--- src/hdl/kpft_pkg.sv ---
package kpft_pkg;

   localparam int KDIM   = 3;
   localparam int KWORDS = 9;
   localparam int WBITS  = 32;
   localparam int OBITS  = 16;

   localparam logic [OBITS-1:0] MAX16 = 16'hffff;
   localparam logic [WBITS-1:0] MAG_MASK = 32'h7fff_ffff;

   localparam logic CSR_KERNEL_ROWS = 1'b0;
   localparam logic CSR_KERNEL_COLS = 1'b1;

   typedef logic [WBITS-1:0] word_type;
   typedef logic [KWORDS-1:0][WBITS-1:0] kernel_type;
   typedef logic [KWORDS-1:0] mask_type;

endpackage

--- src/hdl/kpft_match.sv ---
module kpft_match (
   input  kpft_pkg::kernel_type a,
   input  kpft_pkg::kernel_type b,
   input  kpft_pkg::mask_type   active,
   output logic                 same
);

   kpft_pkg::mask_type word_ok;

   always_comb begin
      for (int k = 0; k < kpft_pkg::KWORDS; k++) begin
         // plus and minus zero compare equal
         word_ok[k] = !active[k] || (a[k] == b[k]) ||
                      (((a[k] | b[k]) & kpft_pkg::MAG_MASK) == '0);
      end
   end

   assign same = &word_ok;

endmodule

--- config.mk ---
export PLATFORM = sky130hd
export DESIGN_NAME = kpft_match
export DESIGN_NICKNAME = d
export VERILOG_FILES = /design/src/hdl/kpft_pkg.sv /design/src/hdl/kpft_match.sv
export SDC_FILE = /design/constraint.sdc
export NUM_CORES = 1
export LEC_CHECK = 0
export BUFFER_PORTS_ARGS = -buffer_cell sky130_fd_sc_hd__buf_2
export CORE_AREA = 4 4 228 230
export DETAILED_ROUTE_END_ITERATION = 10
export DIE_AREA = 0 0 232 234
export PLACE_DENSITY_LB_ADDON = 0.15
export SYNTH_ARGS = -nofsm -noshare
export SYNTH_HDL_FRONTEND = slang
export SYNTH_SLANG_ARGS = --single-unit
--- constraint.sdc ---
create_clock -name vclk -period 1.68
set_clock_uncertainty 0.1 [all_clocks]
set_input_delay 0 -clock vclk [all_inputs]
set_output_delay 0 -clock vclk [all_outputs]
set_load 0.02 [all_outputs]
==> out/results.tsv <==
stage	metric	value	unit
run_status	outcome	finished with violations	
run_status	violations	negative setup slack	
yosys	synth_cells	1058	
finish	fillers	5837	
die	start_util	0.140	
die	io_pins	586	
hold_path	hold_class	input port to primary output	
grt	grt_pass1_vias	9733	
clock_network	hold_buffers	0	
hold_path	min_path_cells	4	
yosys	synth_top_cell_area_share	0.501	
die	row_count	82	
die	core-area	0.0499	mm^2
grt	grt_max_degree	2	
place	dp_cells	2339	
timing	fmax	0.408	GHz
die	die_area	0.0543	mm^2
place	hpwl	35.7	mm
detailed_routing	first_pass_iters	4	
worst_setup_path	arrival	2.35	ns
die	die_w	232	um
finish	seq_area	0	um^2
finish	syn_to_final_growth	61.1	%
worst_setup_path	path_max_fanout	1	
detailed_routing	drc	0	
yosys	ys_seq_area_frac	0	
grt	grt_usage	0.124	
finish	drive_above_1_share	0.389	
detailed_routing	drt_iter0_markers	138	
worst_setup_path	required	1.58	ns
hold_path	whs_endpoint	same	
timing	finalHoldViolations	0	
detailed_routing	drtAntennaViolNets	0	
power	p_leak	7.70	nW
finish	nFlopsAndLatches	0	
power	p_sw_frac	0.472	
power	power_frac_comb	1.000	
timing	grt_setup_unrepaired	true	
yosys	synth_common_cells	inv_1, ha_1, nor4_1, nand4_1, nand3_1	
yosys	yosys.cell_count.top_type	inv_1	
detailed_routing	vias_per_cell	3.69	
detailed_routing	vias	8666	
yosys	synth_nets	1922	
timing	fin_tns_setup	-0.772	ns
power	vdd_drop_max	71.3	uV
timing	slew_viol_final	0	
timing	period_share	1.46	
place	io_buffers	586	
yosys	synth_area_leaders	ha_1, inv_1, nor4_1	
power	power_density	174	mW/mm^2
grt	grt_overflow	0	
timing	finalCriticalPeriod	2.45	ns
worst_setup_path	worst-setup-path-type	input port to primary output	
flow_run	drv_cap	0	
finish	clock_buffers	0	
yosys	syn_avg_cell_area	6.59	um^2
timing	worstMarginPinSlew	0.565	ns
detailed_routing	wl_per_cell	15.5	um
timing	setup_ws	-0.772	ns
power	cellInternalPower	1.03	mW
timing	finalSetupViolations	1	
worst_setup_path	setup.worst_path.end_class	primary output	
yosys	ys_types	14	
hold_path	min-delay-start	active[0]	
yosys	synth_area_leader_cell	ha_1	
die	fp.dieH	234	um
timing	hold_slack	0.438	ns
yosys	syn_area	0.00697	mm^2
grt	antenna_found_initial	13	
finish	nets	2533	
place	gp_congestion	0.921	
power	power.switching	923	uW
timing	slew_headroom	0.623	
power	seq_power_share	0	
grt	grt_first_pass_wirelength	52.3	mm
power	clockPowerShare	0	
detailed_routing	wl	36.3	mm
power	fin_total_pwr	1.96	mW
worst_setup_path	start_kind	input port	
yosys	ys_warn_count	0	
finish	fin_cells	2347	
==> routing by layer <==
| metal | global-route usage | vias to the layer above | wire length [um] |
|---|---|---|---|
| met5 | 0 | - | 95 |
| li1 | - | 4488 | - |
| met4 | 0.0146 | 14 | 505 |
| met1 | 0.135 | 3810 | 13700 |
| met2 | 0.249 | 322 | 19200 |
| met3 | 0.0298 | 32 | 2790 |
==> critical path, stage by stage <==
cell,delay [ns]
buf_2,0.08
inv_1,0.03
ha_1,0.29
nor4_2,0.35
nand4_1,0.19
or3_1,0.41
a222oi_1,0.46
buf_4,0.20
and4_4,0.19
buf_6,0.13
==> through the flow <==
stage	cell area (um^2)	util	setup slack [ns]
finish	11200	0.225	-0.772
global route	11200	0.225	-0.950
CTS	11100	0.222	-0.901
detailed placement	10900	0.219	-1.10
global placement	10900	0.219	-1.06
floorplan	6990	-	0.000716
==> how the worst max path moves through the flow <==
stage	end	start	depth (start not counted)	slack, ns
final	same	a[241]	10	-0.77
after floorplan	same	b[276]	7	0.0007
after detailed placement	same	b[276]	11	-1.10
after global placement	same	b[276]	11	-1.06
after CTS	same	b[262]	11	-0.90
after global routing	same	a[278]	11	-0.95
==> layout by cell type (no fill, tap or decap), types with 11 or more instances in the layout <==
cell,synthesis,layout
nor4_2,4,11
nand2_1,12,11
nand4_1,72,72
ha_1,279,270
buf_2,0,577
nand3_1,18,17
inv_1,558,546
nor4_1,77,67
buf_4,0,23
==> cell families (layout without fill, tap and decap cells) <==
group / after synthesis / count (layout) / synth area share
AO/OA/AOI/OAI: 10 / 10 / 0.0117
AND/OR/NAND/NOR: 202 / 202 / 0.176
buffers and inverters: 558 / 1167 / 0.300
XOR/XNOR: 9 / 9 / 0.0113
other: 0 / 8 / 0
adder cells (fa/ha/maj): 279 / 279 / 0.501
==> power groups by stage <==
stage               registers, mW  clock network, mW  logic (mW)
finish                          0        0.000000637        1.96
global route                    0        0.000000318        2.29
CTS                             0                  0        1.96
detailed placement              0                  0        1.91
global placement                0                  0        1.90
floorplan                       0                  0       0.800
==> final cells by class <==
class	instances	area [um^2]	area share
timing repair buffer	609	3160	0.281
multi-input combinational	500	5100	0.454
tap	672	841	0.0748
antenna	8	20.0	0.00178
inverter	558	2110	0.188
==> what timing repair did <==
item | CTS | global route
setup endpoints to repair | 1 | 1
pin swaps | 11 | 14
buffers inserted | 0 | 0
gates cloned | 0 | 0
resized for setup | 25 | 24
No activity file was read; power rests on OpenSTA's default activity.
